### config.mk
export PLATFORM = sky130hd
export DESIGN_NAME = csrg_queue
export DESIGN_NICKNAME = d
export VERILOG_FILES = /design/src/rtl/core/circular_source_ray_generator_core_macros.svh /design/src/rtl/core/csrg_pkg.sv /design/src/rtl/core/csrg_queue.sv
export SDC_FILE = /design/constraint.sdc
export NUM_CORES = 1
export LEC_CHECK = 0
export BUFFER_PORTS_ARGS = -buffer_cell sky130_fd_sc_hd__buf_2
export CORE_UTILIZATION = 40
export DETAILED_ROUTE_END_ITERATION = 8
export GPL_TIMING_DRIVEN = 0
export PLACE_DENSITY = 0.71
export SLEW_MARGIN = 20
export SYNTH_ARGS = -nofsm -noshare
export SYNTH_HDL_FRONTEND = slang
export SYNTH_SLANG_ARGS = --single-unit
### constraint.sdc
create_clock -name clk -period 1.49 [get_ports clk]
set_clock_uncertainty 0.1 [all_clocks]
set_input_delay 0.0745 -clock clk [delete_from_list [all_inputs] [get_ports clk]]
set_output_delay 0.0745 -clock clk [all_outputs]
set_load 0.05 [all_outputs]
### src/rtl/core/circular_source_ray_generator_core_macros.svh
// assertion macros for the circular source ray generator
`ifndef CIRCULAR_SOURCE_RAY_GENERATOR_CORE_MACROS_SVH
`define CIRCULAR_SOURCE_RAY_GENERATOR_CORE_MACROS_SVH

// same-cycle implication, sampled on clk, off during rst
`define CSRG_ASSERT(lbl, ante, cons, msg) \
  lbl: assert property (@(posedge clk) disable iff (rst) (ante) |-> (cons)) \
    else $error(msg);

// next-cycle implication, sampled on clk, off during rst
`define CSRG_ASSERT_NEXT(lbl, ante, cons, msg) \
  lbl: assert property (@(posedge clk) disable iff (rst) (ante) |=> (cons)) \
    else $error(msg);

`endif

### src/rtl/core/csrg_pkg.sv
// shared constants, tables and types of the circular source ray generator
package csrg_pkg;

  localparam int MAX_POINTS    = 4096;
  localparam int MAX_RAYS      = 64;
  localparam int CORDIC_STAGES = 16;

  localparam int IDX_W   = 18;
  localparam int PTS_W   = 13;
  localparam int RPP_W   = 7;
  localparam int TOTAL_W = 19;
  localparam int POINT_W = $clog2(MAX_POINTS);
  localparam int RAY_W   = $clog2(MAX_RAYS);

  // restoring divider: quotient bits, numerator and divisor widths
  localparam int DIV_QW = 32;
  localparam int DIV_DW = 13;
  localparam int DIV_NW = DIV_QW + DIV_DW;

  localparam int CW          = 34;
  localparam int CORDIC_LAT  = CORDIC_STAGES + 1;
  localparam int QUEUE_DEPTH = 4;
  localparam int QUEUE_AW    = $clog2(QUEUE_DEPTH);

  localparam int CFG_IDX_W = 3;
  localparam logic [CFG_IDX_W-1:0] REG_CENTER_X  = 3'd0;
  localparam logic [CFG_IDX_W-1:0] REG_CENTER_Y  = 3'd1;
  localparam logic [CFG_IDX_W-1:0] REG_RADIUS    = 3'd2;
  localparam logic [CFG_IDX_W-1:0] REG_POINTS    = 3'd3;
  localparam logic [CFG_IDX_W-1:0] REG_RAYS      = 3'd4;
  localparam logic [CFG_IDX_W-1:0] REG_SEND_RATE = 3'd5;

  // atan(2^-i) in binary turns, 2^32 per turn
  localparam logic [31:0] ATAN_TURNS [0:31] = '{
    32'h20000000, 32'h12E4051E, 32'h09FB385B, 32'h051111D4,
    32'h028B0D43, 32'h0145D7E1, 32'h00A2F61E, 32'h00517C55,
    32'h0028BE53, 32'h00145F2F, 32'h000A2F98, 32'h000517CC,
    32'h00028BE6, 32'h000145F3, 32'h0000A2FA, 32'h0000517D,
    32'h000028BE, 32'h0000145F, 32'h00000A30, 32'h00000518,
    32'h0000028C, 32'h00000146, 32'h000000A3, 32'h00000051,
    32'h00000029, 32'h00000014, 32'h0000000A, 32'h00000005,
    32'h00000003, 32'h00000001, 32'h00000001, 32'h00000000
  };

  typedef struct packed {
    logic [IDX_W-1:0] idx;
    logic             err;
  } csrg_item_t;

  typedef struct packed {
    logic [31:0]        origin_x;
    logic [31:0]        origin_y;
    logic [15:0]        dir_x;
    logic [15:0]        dir_y;
    logic [31:0]        brightness;
    logic [TOTAL_W-1:0] total_rays;
    logic               index_error;
  } csrg_result_t;

endpackage

### src/rtl/core/csrg_queue.sv
// short fifo between front and back
module csrg_queue import csrg_pkg::*; (
  input  logic       clk,
  input  logic       rst,
  input  logic       push,
  input  csrg_item_t push_item,
  output logic       full,
  input  logic       pop,
  output logic       valid,
  output csrg_item_t head
);

  csrg_item_t          mem [0:QUEUE_DEPTH-1];
  logic [QUEUE_AW-1:0] wr_ptr, rd_ptr;
  logic [QUEUE_AW:0]   count;

  assign full  = count == (QUEUE_AW+1)'(QUEUE_DEPTH);
  assign valid = count != '0;
  assign head  = mem[rd_ptr];

  always_ff @(posedge clk) begin
    if (rst) begin
      wr_ptr <= '0;
      rd_ptr <= '0;
      count  <= '0;
    end else begin
      if (push) begin
        wr_ptr <= wr_ptr + 1'b1;
      end
      if (pop) begin
        rd_ptr <= rd_ptr + 1'b1;
      end
      if (push && !pop) begin
        count <= count + 1'b1;
      end else if (pop && !push) begin
        count <= count - 1'b1;
      end
    end
    if (push) begin
      mem[wr_ptr] <= push_item;
    end
  end

endmodule

==> key figures <==
Power and ir drop
  – Worst VDD drop: 0.000618 V
  – Total power after layout: 5.29 mW
  – P per Cell Area: 1270 nW/um2
  – Leak pwr: 1.47 nW

Setup path
  – CP required: 1320 ps
  – Crit. path cell count: 4
  – Worst Reg-to-Reg Cells: 4
  – Crit path cell chain: buf_8 -> buf_12 -> mux4_2 -> buf_8
  – Crit path max-delay family: multiplexers
  – Worst reg2reg startpoint: count[1]
  – Crit-path max FO: 6
  – CP Class: reg -> out
  – Worst Path Arrival: 1660 ps
  – Capture point of the worst reg-to-reg path: count[2]
  – Max incr delay on CP: 530 ps
  – Most frequent CP cell: buf_8
  – Kind of start point of the critical path: flop
  – CP Buf/Inv Count: 3
  – Worst R2R Setup Slack: 20 ps
  – CP Capture Type: output pin
  – Critical path's slowest cell: mux4_2

Floorplanning
  – I/O Pins: 44
  – Site Rows: 32
  – Die H: 91.7 um
  – Die width: 91.7 um
  – Core ar.: 7770 um2
  – Initial core utilization: 0.414
  – Die area: 8400 um2

Route
  – DRT iter0 DRCs: 64
  – DR pass1 iterations: 4
  – Via density: 4.80
  – # DRC: 0
  – Antenna viol nets, final: 0
  – Routed via count: 1,590
  – Wire length per cell: 16.9 um
  – WL final: 5.59 mm

Clock network
  – H-tree lvl count: 3
  – CTS tree: built
  – Max clock buf depth: 2
  – CTS Root Cell: clkbuf_8
  – CTS Buf Count: 9
  – Worst-Skew Late Latency: 350 ps
  – Reg clk slew, reported paths: 80 ps
  – Clock Sinks: 85

Layout
  – Multi-input logic area: 684 um2
  – Antenna Cells: 0
  – Fill count: 639
  – Nets: 253
  – Register Area: 2470 um2
  – Syn-to-layout area delta: 29.7%
  – Final non-filler cell total: 331
  – Proportion of layout cells with a drive suffix above 1: 0.424

Global routing
  – Overflow after GRT: 0
  – Total Routing Usage GR: 0.146
  – Largest net degree at the start of global routing: 20
  – First-pass GRT wire length: 8.86 mm
  – Initial antenna violation count: 0
  – Vias in the first global route: 1,740

Worst hold path
  – Hold WC Path Type: in -> reg
  – Min-Delay Path Depth: 4
  – Critical hold path startpoint: pop
  – Hold endpoint: rd_ptr[1]

STA
  – Tcrit/Tclk final: 1.23
  – Max Slew Vio Count: 0
  – RSZ-0062 raised after global routing: yes
  – Fmax: 545 MHz
  – Rel. slew slack: 0.794
  – Endpoints failing setup: 19
  – Min cycle time layout: 1830 ps
  – Fin worst setup slack: -344 ps
  – Slew @ Worst Pin: 309 ps
  – Final Hold Viols: 0

Synth
  – Distinct cells, synth: 21
  – Top FF cell, synth: edfxtp_1
  – Gate Count Post-Synth: 143
  – Mapped cell area: 3220 um2
  – Syn Area/Cell: 22.5 um2
  – Yosys warns: 0
  – Post-synthesis register bit count: 85
  – Fraction of registers with async set/reset: 0
  – Largest area contributor in the netlist: edfxtp_1
  – Post-synthesis sequential area ratio: 0.766
  – Post-synth EDFFs: 76
  – Syn Nets: 172
  – Top cell type's share of synthesized area: 0.710
  – Synth area leaders: edfxtp_1 71%, mux4_1 7.4%, mux4_2 7.0%

Run status
  – Outcome: complete, but fails checks
  – Failing checks: setup timing

Placed design
  – PortBufs: 42
  – Post-place setup slack: -152 ps
  – Dpl hpwl: 3.10 mm
  – RePlAce Congestion: 0.626
  – Cells after DPL: 287

Flow run
  – Maxcap violations: 0
report_power, final:
group	switching (mW)	internal [mW]
combinational	0.612	0.470
clock	0.829	0.607
sequential	0.0464	2.73
worst max path at each step:
stage                          end     start  slack (ps)
after floorplan           count[2]  count[0]          20
after global placement     head[2]      flop        -140
after detailed placement   head[2]      flop        -150
after CTS                  head[2]      flop        -370
after global routing      head[10]      flop        -400
final                      head[2]      flop        -340
flip-flops by register name (all words and copies together) (netlist names), named ones only:
signal and count:
count 3, wr_ptr 2, mem 76, rd_ptr 2
layout make-up:
cell class / instances / area share
multi-input combinational: 49 / 0.164
inverter: 4 / 0.00360
buffer: 4 / 0.0123
timing repair buffer: 71 / 0.155
clock buffer: 9 / 0.0297
tap: 102 / 0.0306
clock inverter: 7 / 0.0120
sequential: 85 / 0.593
routing by layer:
| layer | GRT usage | up-vias | part of all wire |
|---|---|---|---|
| met3 | 0.0373 | 6 | 0.039 |
| met4 | 0.0595 | 0 | 0.012 |
| met5 | 0 | - | 0 |
| met1 | 0.172 | 811 | 0.40 |
| met2 | 0.254 | 43 | 0.55 |
| li1 | - | 730 | - |
cell usage after synthesis, types with 2 or more instances:
cell	count
ha_1	5
mux4_1	9
xor2_1	3
and2_1	4
buf_2	2
inv_1	4
mux2i_1	2
mux4_2	10
dfxtp_1	9
edfxtp_1	76
nor2_1	7
or3_1	2
xnor2_1	2
cell families (layout without fill, tap and decap cells):
family	Yosys count	after routing	share of synthesized area
fa+ha+maj	6	6	0.0257
buf+inv	9	95	0.0187
compound gates	2	2	0.00311
xor+xnor	5	5	0.0136
mux	21	21	0.150
flops	85	85	0.766
simple gates	15	15	0.0233
repair_timing:
action,4_1_cts,5_1_grt
cloned,1,0
hold buffers,23,0
hold endpoints to repair,83,0
pin swaps,2,1
buffers inserted,4,1
gates resized for setup,59,6
endpoints found under the setup margin,96,22
layout by cell type (no fill, tap or decap):
cell           Yosys  routed
buf_4              0       5
xnor2_1            2       1
and2_4             0       4
dfxtp_1            9       6
inv_6              0       1
buf_2              2      23
buf_6              1      18
clkbuf_8           0       9
nor3b_2            0       1
ha_1               5       5
mux4_2            10      19
clkinv_4           0       1
xor2_1             3       3
nor2_1             7       7
buf_16             0       1
a21oi_1            1       1
dlygate4sd3_1      0      23
mux2i_1            2       2
nand2_1            1       1
buf_8              0       3
buf_12             1       2
dfxtp_4            0       2
fa_2               0       1
edfxtp_1          76      76
o21ai_0            1       1
dfxtp_2            0       1
inv_1              4       4
or3_1              2       2
clkinv_2           0       2
xnor2_2            0       1
clkinvlp_4         0       3
worst min-delay path: cells and delay by family:
| family | cells | cell delay, ps |
|---|---|---|
| xor+xnor | 1 | 120 |
| buf+inv | 1 | 90 |
| simple gates | 2 | 120 |
per-stage QoR:
step                      hold slack, ps  utilization  TNS [ps]  instance area, um2
after floorplan                     73.4            -         0                3230
after global placement               188        0.459     -2440                3570
after detailed placement             196        0.459     -4260                3570
after CTS                           3.17        0.535     -6320                4160
after global routing                48.0        0.537     -7050                4170
final                               9.86        0.537     -6000                4170
Power figures use the tool's default switching activity.
