[config.mk]
export PLATFORM = sky130hd
export DESIGN_NAME = csrg_front
export DESIGN_NICKNAME = d
export VERILOG_FILES = /design/src/rtl/core/circular_source_ray_generator_core_macros.svh /design/src/rtl/core/csrg_pkg.sv /design/src/rtl/core/csrg_front.sv
export SDC_FILE = /design/constraint.sdc
export NUM_CORES = 1
export LEC_CHECK = 0
export BUFFER_PORTS_ARGS = -buffer_cell sky130_fd_sc_hd__buf_2
export CAP_MARGIN = 5
export CORE_ASPECT_RATIO = 1.4
export CORE_MARGIN = 1
export CORE_UTILIZATION = 43
export DETAILED_ROUTE_END_ITERATION = 8
export GPL_TIMING_DRIVEN = 0
export PLACE_DENSITY = 0.79
export SYNTH_ARGS = -nofsm -noshare
export SYNTH_HDL_FRONTEND = slang
export SYNTH_SLANG_ARGS = --single-unit
export TNS_END_PERCENT = 50
[constraint.sdc]
create_clock -name clk -period 2.2 [get_ports clk]
set_clock_uncertainty 0.2 [all_clocks]
set_input_delay 0.22 -clock clk [delete_from_list [all_inputs] [get_ports clk]]
set_output_delay 0.22 -clock clk [all_outputs]
set_load 0.02 [all_outputs]
[src/rtl/core/circular_source_ray_generator_core_macros.svh]
// assertion macros for the circular source ray generator
`ifndef CIRCULAR_SOURCE_RAY_GENERATOR_CORE_MACROS_SVH
`define CIRCULAR_SOURCE_RAY_GENERATOR_CORE_MACROS_SVH

// same-cycle implication, sampled on clk, off during rst
`define CSRG_ASSERT(lbl, ante, cons, msg) \
  lbl: assert property (@(posedge clk) disable iff (rst) (ante) |-> (cons)) \
    else $error(msg);

// next-cycle implication, sampled on clk, off during rst
`define CSRG_ASSERT_NEXT(lbl, ante, cons, msg) \
  lbl: assert property (@(posedge clk) disable iff (rst) (ante) |=> (cons)) \
    else $error(msg);

`endif

[src/rtl/core/csrg_pkg.sv]
// shared constants, tables and types of the circular source ray generator
package csrg_pkg;

  localparam int MAX_POINTS    = 4096;
  localparam int MAX_RAYS      = 64;
  localparam int CORDIC_STAGES = 16;

  localparam int IDX_W   = 18;
  localparam int PTS_W   = 13;
  localparam int RPP_W   = 7;
  localparam int TOTAL_W = 19;
  localparam int POINT_W = $clog2(MAX_POINTS);
  localparam int RAY_W   = $clog2(MAX_RAYS);

  // restoring divider: quotient bits, numerator and divisor widths
  localparam int DIV_QW = 32;
  localparam int DIV_DW = 13;
  localparam int DIV_NW = DIV_QW + DIV_DW;

  localparam int CW          = 34;
  localparam int CORDIC_LAT  = CORDIC_STAGES + 1;
  localparam int QUEUE_DEPTH = 4;
  localparam int QUEUE_AW    = $clog2(QUEUE_DEPTH);

  localparam int CFG_IDX_W = 3;
  localparam logic [CFG_IDX_W-1:0] REG_CENTER_X  = 3'd0;
  localparam logic [CFG_IDX_W-1:0] REG_CENTER_Y  = 3'd1;
  localparam logic [CFG_IDX_W-1:0] REG_RADIUS    = 3'd2;
  localparam logic [CFG_IDX_W-1:0] REG_POINTS    = 3'd3;
  localparam logic [CFG_IDX_W-1:0] REG_RAYS      = 3'd4;
  localparam logic [CFG_IDX_W-1:0] REG_SEND_RATE = 3'd5;

  // atan(2^-i) in binary turns, 2^32 per turn
  localparam logic [31:0] ATAN_TURNS [0:31] = '{
    32'h20000000, 32'h12E4051E, 32'h09FB385B, 32'h051111D4,
    32'h028B0D43, 32'h0145D7E1, 32'h00A2F61E, 32'h00517C55,
    32'h0028BE53, 32'h00145F2F, 32'h000A2F98, 32'h000517CC,
    32'h00028BE6, 32'h000145F3, 32'h0000A2FA, 32'h0000517D,
    32'h000028BE, 32'h0000145F, 32'h00000A30, 32'h00000518,
    32'h0000028C, 32'h00000146, 32'h000000A3, 32'h00000051,
    32'h00000029, 32'h00000014, 32'h0000000A, 32'h00000005,
    32'h00000003, 32'h00000001, 32'h00000001, 32'h00000000
  };

  typedef struct packed {
    logic [IDX_W-1:0] idx;
    logic             err;
  } csrg_item_t;

  typedef struct packed {
    logic [31:0]        origin_x;
    logic [31:0]        origin_y;
    logic [15:0]        dir_x;
    logic [15:0]        dir_y;
    logic [31:0]        brightness;
    logic [TOTAL_W-1:0] total_rays;
    logic               index_error;
  } csrg_result_t;

endpackage

[src/rtl/core/csrg_front.sv]
// input stage: takes index beats and flags those out of range
module csrg_front import csrg_pkg::*; (
  input  logic               clk,
  input  logic               rst,
  input  logic               in_valid,
  output logic               in_ready,
  input  logic [IDX_W-1:0]   in_idx,
  input  logic [TOTAL_W-1:0] total,
  input  logic               q_full,
  output logic               push,
  output csrg_item_t         push_item
);

  logic             fvalid;
  logic [IDX_W-1:0] fidx;

  assign in_ready      = !fvalid || !q_full;
  assign push          = fvalid && !q_full;
  assign push_item.idx = fidx;
  assign push_item.err = {1'b0, fidx} >= total;

  always_ff @(posedge clk) begin
    if (rst) begin
      fvalid <= 1'b0;
    end else if (in_ready) begin
      fvalid <= in_valid;
    end
    if (in_ready && in_valid) begin
      fidx <= in_idx;
    end
  end

endmodule

==> results of run 1 <==
==> cell usage after synthesis (all sizes together) <==
master,instances,share of area
inv,20,0.070
edfxtp,18,0.51
ha,18,0.21
a21oi,8,0.038
nand2,6,0.036
nor2,4,0.014
o21ai,4,0.019
a211oi,3,0.021
nor2b,2,0.012
and2,1,0.0059
dfxtp,1,0.019
nand3,1,0.0047
nand4,1,0.0059
nand4b,1,0.022
o32ai,1,0.0082
or4,1,0.0070
==> registers in the layout (all words and copies together) (netlist names) <==
name and cells:
fidx 18, fvalid 1
==> power by group through the flow <==
| stage | Sequential [uW] | Clock, uW | Combinational, uW |
|---|---|---|---|
| 2_1_floorplan | 464 | 0 | 85.1 |
| 3_3_place_gp | 438 | 0 | 176 |
| 3_5_place_dp | 441 | 0 | 183 |
| 4_1_cts | 434 | 179 | 227 |
| 5_1_grt | 438 | 193 | 255 |
| 6_report | 435 | 173 | 231 |
==> kinds of logic after synthesis <==
logic type / Yosys count / share of synthesized area
AOI/OAI and AO/OA: 16 / 0.0856
buffers and inverters: 20 / 0.0703
DFF: 19 / 0.525
adders and majority gates: 18 / 0.211
and+or+nand+nor: 17 / 0.108
==> cell type report <==
class	instances	area (um2)	share of cell area
Inverter	20	75.1	0.0438
Sequential cell	19	561	0.327
Clock inverter	1	5.00	0.00292
Tap cell	23	28.8	0.0168
Multi-Input combinational cell	51	502	0.293
Clock buffer	3	22.5	0.0131
Timing Repair Buffer	82	519	0.303
==> repair_timing <==
action,4_1_cts,5_1_grt
pin swaps,6,3
cloned,0,0
resized for setup,8,1
hold buffers,20,0
hold endpoints to repair,19,0
buffers inserted,1,0
endpoints found under the setup margin,1,1
==> worst max-delay path, cell delays in order, from the launching register on <==
cell      delay (ps)
edfxtp_1         460
ha_4             290
nand4_1          120
or4_4            530
o21ai_2          140
buf_6            130
==> routing by layer <==
metal  vias up  wire length [um]  global-route usage
met2        39              1600               0.458
li1        486                 -                   -
met3         2               100             0.00298
met1       472               851               0.162
met5         -                 0                   0
met4         0                25              0.0390
==> through the flow <==
stage | power [uW] | setup WS, ps | instance area [um2] | hold slack, ps | std cells
2_1_floorplan | 549 | 34.7 | 1070 | 92.4 | 90
3_3_place_gp | 614 | 93.9 | 1410 | 175 | 174
3_5_place_dp | 624 | 73.4 | 1410 | 182 | 174
4_1_cts | 841 | -169 | 1700 | 422 | 199
5_1_grt | 886 | -273 | 1710 | 427 | 199
6_report | 839 | -188 | 1710 | 432 | 199
==> layout by cell type, fill, tap and decap left out, types with 2 or more instances in the layout <==
cell,n
o21ai_0,3
edfxtp_1,18
buf_2,60
nor2_1,4
clkbuf_4,3
a21oi_1,8
ha_4,5
a211oi_1,3
inv_1,20
nand2_1,5
dlygate4sd3_1,20
ha_1,13
nor2b_1,2
==> worst max path at each step <==
stage / depth (start not counted) / endpoint
6_report: 5 / push_item[0]
5_1_grt: 5 / push_item[0]
4_1_cts: 5 / push_item[0]
3_5_place_dp: 5 / push_item[0]
3_3_place_gp: 5 / push_item[0]
2_1_floorplan: 4 / push_item[0]
==> results summary, run 1 <==
The cell count after synthesis is 90. The endpoint identified for the worst register-to-register timing path is fidx[10]. The startpoint identified for the worst register-to-register timing path is fvalid. The die covers 2690 um2. The worst path in the final design needs a cycle of 2390 ps, including I/O delays and setup. The net count after synthesis is 149. Relative to the synthesized area, the layout overhead comes to 60.5%.

The path with the worst hold slack has its endpoint at fidx[0]. For the pin with the worst max-slew slack, the measured transition is 817 ps. The filler cell count in the final layout is 173. The leakage power is 0.000844 uW. The final routed wirelength across all metal layers came out at 2570 um. The clock-pin transition on the worst setup and hold timing paths is 110 ps. The clock passes through at most 2 buffers.

A synthesized cell averages 11.9 um2. The highest clock frequency the design can meet is 0.419 GHz. The average vias per placed instance came out at 5.02.

The post-route setup TNS came out at -188 ps. The remaining routing DRC violations is 3. The level count of the clock H-tree came out at 1. The overall die width is 44.1 um.

The sequential share of the synthesized area is 0.525. The arrival time of the worst setup path is 1970 ps. The checks that failed: design-rule violations, negative setup slack. The clock reaches the later pin of the worst-skew pair after 280 ps. The tool flagged a number of max-cap violations equal to 0. The total via count after detailed routing is 999. In this run the worst setup path begins at fidx[14].

The CTS sink count came out at 19. STA classifies the critical path startpoint as a flop. The fraction of layout instances using a drive strength above 1 came out at 0.426. The vertical die dimension came out at 60.9 um. The flow ran to the end, but the final reports show violations. The worst hold path begins at in_idx[0]. The final-report hold violation count is 0. The class of the tightest hold or removal check is primary input to flop. The pre-antenna-repair detailed-routing pass consisted of 8 iterations. In the finished design, the share of the clock period the worst path needs comes to 1.09. The synthesis-stage register bit count is 19. The count of synthesis-stage warnings from yosys came out at 0. The total core area is 2360 um2. The wire length of the first global-routing pass is 3870 um. The path depth of the worst reg2reg path is 2. The number of clock buffers inserted by TritonCTS is 3. Of the total power, the clock network draws 0.207. The worst path setup slack after routing came out at -188 ps. The global-route usage over all layers came out at 0.193. The sum of net half-perimeters after detailed placement is 1790 um. The fraction of the core area covered by cells at the end of the flow came out at 0.724. The average wire per cell in the routed design came out at 12.9 um. The total setup violations reported at the end of the flow came out at 1.

Setup repair after global routing could not meet its margin everywhere. The number of distinct library cell variants in the gate-level netlist after synthesis is 18. The max-slew violation count is 0.

The number of global-route vias before repair is 1,013. The number of antenna violations at the first check in global routing came out at 0. The total number of placement rows is 21.

After the last flow step, the layout net total stands at 236. For this design the ratio of total power to cell area is 490 nW/um2. Measured against its own limit, the worst slew margin works out to 0.456.

Across all register-to-register paths, the minimum setup slack is 570 ps. After global routing the overflow that remains totals 0. The maximum resistive drop on vdd came out at 0.616 mV.

The worst setup path category is flop to primary output. The largest fanout of any net on the critical path is 2. The number of buffers inserted by port buffering is 61. The maximum number of pins on one net before global-route repair is 19.

Along the worst hold path, the cell count comes to 2. The detailed router's first-iteration violation count came out at 32. The number of primary I/O pins is 62.

The reported net switching power is 233 uW. The CTS tree is yes. The netlist area before placement is 1070 um2. The required time reported for the critical path endpoint came out at 1780 ps. The sequential share of power came out at 0.519. The initial core utilization is 0.451. Clock tree synthesis selected as its root buffer the cell clkbuf_4. The proportion of total power due to net switching came out at 0.278. The congestion estimate from routability-driven global placement came to 0.731. The internal cell power came out at 606 uW. The share of power burned in combinational logic is 0.275. The worst setup path is captured at a primary output. The count of nets left with antenna violations once routing finished came out at 0. The total inserted antenna cells came out at 0.
Power figures use the tool's default switching activity.
==> run 2: changes to the inputs <==
--- a/config.mk
+++ b/config.mk
@@ -5,14 +5,16 @@
 export SDC_FILE = /design/constraint.sdc
 export NUM_CORES = 1
 export LEC_CHECK = 0
+export ABC_AREA = 1
 export BUFFER_PORTS_ARGS = -buffer_cell sky130_fd_sc_hd__buf_2
 export CAP_MARGIN = 5
 export CORE_ASPECT_RATIO = 1.4
 export CORE_MARGIN = 1
-export CORE_UTILIZATION = 43
+export CORE_UTILIZATION = 44
 export DETAILED_ROUTE_END_ITERATION = 8
 export GPL_TIMING_DRIVEN = 0
 export PLACE_DENSITY = 0.79
+export RECOVER_POWER = 100
 export SYNTH_ARGS = -nofsm -noshare
 export SYNTH_HDL_FRONTEND = slang
 export SYNTH_SLANG_ARGS = --single-unit
==> results summary, run 2 <==
The arrival time of the worst setup path came to 1670 ps (-300 ps). The total power divided by cell area was 485 nW/um2 (-0.96%). The detailed router's first-iteration violation count came out at 31 (-3.1%). The CTS tree is yes. The number of buffers inserted by port buffering is 61 (unchanged). The min-delay analysis places its worst path in the category primary input to flop.

The clock-pin transition on the worst setup and hold timing paths is 120 ps (about the same). The internal cell power is 595 uW (-1.8%). The netlist area before placement came out at 1120 um2 (+4.7%).

The average wire per cell in the routed design came out at 11.8 um (-8.7%). The synthesized area divided by synthesized cell count came to 9.39 um2 (-21%). The count of maximum capacitance violations came out at 0 (unchanged). The share of async-settable or async-resettable flops after synthesis came out at 0 (unchanged).

In the layout the commonest cells are buf_2, nand2_1, inv_1, dlygate4sd3_1, edfxtp_1. The number of distinct library cell variants in the gate-level netlist after synthesis is 11 (-7). The final period utilization is 0.952 (-0.134). Among all flip-flop cells after synthesis, the most frequent one is edfxtp_1.

The fraction of layout instances using a drive strength above 1 came out at 0.293 (-0.133). Ranked by total cell area, the synthesized netlist is headed by edfxtp_1, ha_1, nand2_1. The vertical die dimension is 61.6 um (+1.1%). The number of global-route vias before repair came out at 1,097 (+8.3%). The number of primary I/O pins came out at 62 (unchanged).

The global-route usage over all layers is 0.216 (+0.0223). The proportion of total power due to net switching came out at 0.293 (+0.0155). The net count after synthesis is 178 (+19%). The cell count after synthesis is 119 (+32%). The reported net switching power came out at 247 uW (+5.9%). The largest fanout of any net on the critical path is 2 (unchanged). The final cell area excluding filler cells came out at 1740 um2 (+1.3%). The flip-flop count of the largest register after layout came out at 18 (unchanged).

The final-report hold violation count is 0 (unchanged). The max-slew violation count is 0 (unchanged). The total number of placement rows is 21 (unchanged). The sequential share of the synthesized area is 0.502 (-0.0235). In the post-synthesis netlist, the cell with the most instances is nand2_1.

The number of clock buffers inserted by TritonCTS came out at 3 (unchanged). The total inserted antenna cells is 0 (unchanged). The total via count after detailed routing came out at 1,070 (+7.1%).

The final routed wirelength across all metal layers came out at 2820 um (+9.6%). The clock latency at the later pin of the worst-skew pair came out at 310 ps (+30 ps). The number of antenna violations at the first check in global routing came out at 0 (unchanged). The sequential share of power came to 0.516 (-0.003). The sum of net half-perimeters after detailed placement is 1840 um (+2.8%).

The fraction of the core area covered by cells at the end of the flow is 0.726 (+0.00146). The share of power burned in combinational logic is 0.265 (-0.010). The total setup violations reported at the end of the flow came to 0 (-1). The number of detailed-routing iterations run before antenna repair came out at 4 (-4). STA classifies the critical path endpoint as a primary output. The area of the die came to 2750 um2 (+2.2%). The reg-to-reg setup timing slack came out at 460 ps (-110 ps). The initial core utilization came out at 0.467 (+0.0160).

The tightest hold margin came out at 275 ps (-157 ps). The number of synthesized flops with an enable pin is 18 (unchanged). The total core area came out at 2390 um2 (+1.1%). The average vias per placed instance is 4.48 (-11%). The cell sitting at the root of the clock tree is a clkbuf_4.

The required time reported for the critical path endpoint came out at 1780 ps (about the same). The portion of total power attributed to the clock network is 0.219 (+0.012). The placed cell area was 1470 um2 (+4.5%). The worst setup path is launched from a flop. The wire length of the first global-routing pass came out at 4200 um (+8.6%).

The layout overhead on the synthesized area came out at 55.3%. The number of nets at the end of the flow is 265 (+12%). The area share of the largest cell type after synthesis is 0.484 (-0.0227).

The register area is 561 um2 (unchanged). The remaining antenna violation count is 0 (unchanged). The transition time at the pin with the least slew margin is 1010 ps (+189 ps).

The total congestion overflow after global routing is 0 (unchanged). The minimum clock period after layout is 2090 ps (-295 ps). The maximum resistive drop on vdd came out at 0.423 mV (-31%). The worst relative slew slack came out at 0.329 (-0.126). The level count of the clock H-tree is 1 (unchanged). The worst setup path category is flop to primary output. The leakage power is 0.000908 uW (+7.5%).

The largest registers in the layout are fidx (18), fvalid (1). The synthesis-stage register bit count is 19 (unchanged). The remaining routing DRC violations is 0 (-3). The most common cell after layout, fill and taps aside is buf_2. By count the netlist is led by nand2_1, inv_1, edfxtp_1, ha_1. The CTS sink count was 19 (unchanged). The biggest area contributor in the post-synthesis netlist is edfxtp_1. The filler cell count in the final layout came out at 171 (-1.2%). The routability congestion estimate is 0.640 (-12%). The maximum number of pins on one net before global-route repair came to 19 (unchanged). The buffer depth of the longest clock path is 2 (unchanged).

More flip-flops sit in one register than any other, and that register is fidx. The count of synthesis-stage warnings from yosys is 0 (unchanged). The overall die width is 44.6 um (+1.1%). The flow ran to the end, and the final reports show no timing, DRC or antenna violations. The highest clock frequency the design can meet is 0.478 GHz (+14%). The area of the multi-input gates came out at 485 um2 (-3.2%).
-- run 2: metal layers --
| layer | share of wire | track usage | vias to the layer above |
|---|---|---|---|
| met3 | 0.053 | 0.0440 | 8 |
| met2 | 0.58 | 0.426 | 40 |
| met4 | 0.025 | 0.108 | 0 |
| li1 | - | - | 542 |
| met1 | 0.34 | 0.204 | 480 |
| met5 | 0 | 0 | - |
-- run 2: per-stage QoR --
step / total power [uW] / cells / setup slack (ps) / setup TNS, ps
3_5_place_dp: 622 / 214 / 409 / 0
4_1_cts: 828 / 238 / 50.4 / 0
2_1_floorplan: 546 / 119 / 375 / 0
6_report: 842 / 239 / 107 / 0
5_1_grt: 888 / 239 / -20.3 / -20.3
3_3_place_gp: 610 / 214 / 29.5 / 0
-- run 2: final cells by class --
type	instances	share of cell area
clock inverter	1	0.00288
clock buffer	3	0.0130
inverter	32	0.0692
sequential	19	0.323
tap	34	0.0245
timing repair buffer	82	0.288
multi-input combinational	68	0.280
-- run 2: cells by family after synthesis --
family          after synthesis  share of synthesized area
simple gates                 43                      0.155
fa+ha+maj                    18                      0.202
flops                        19                      0.502
buf+inv                      32                      0.107
compound gates                7                     0.0347
-- run 2: worst paths after layout --
check	start	cells past startpoint	endpoint
worst max register to register	fvalid	1	fidx[12]
worst min-delay path	q_full	2	fidx[10]
worst max-delay path	fidx[10]	8	push_item[0]
worst min register to register	fvalid	1	fidx[10]
-- run 2: timing repair --
item	CTS	global route
endpoints found under the hold margin	19	0
resized for setup	0	7
setup buffers	0	1
endpoints found under the setup margin	0	1
hold buffers	20	0
-- run 2: worst max-delay path, cell delays in order (launching register included) --
cell	delay [ps]
edfxtp_1	450
ha_4	300
nand2_1	90
a21oi_1	140
nor2_1	60
nand2_1	60
nand2_1	60
nand3_2	80
buf_6	110
-- run 2: power groups by stage --
| stage | Combinational [uW] | Sequential [uW] | Clock, uW |
|---|---|---|---|
| 3_5_place_dp | 182 | 440 | 0 |
| 2_1_floorplan | 81.4 | 465 | 0 |
| 6_report | 223 | 434 | 184 |
| 4_1_cts | 211 | 432 | 185 |
| 3_3_place_gp | 171 | 439 | 0 |
| 5_1_grt | 250 | 437 | 201 |
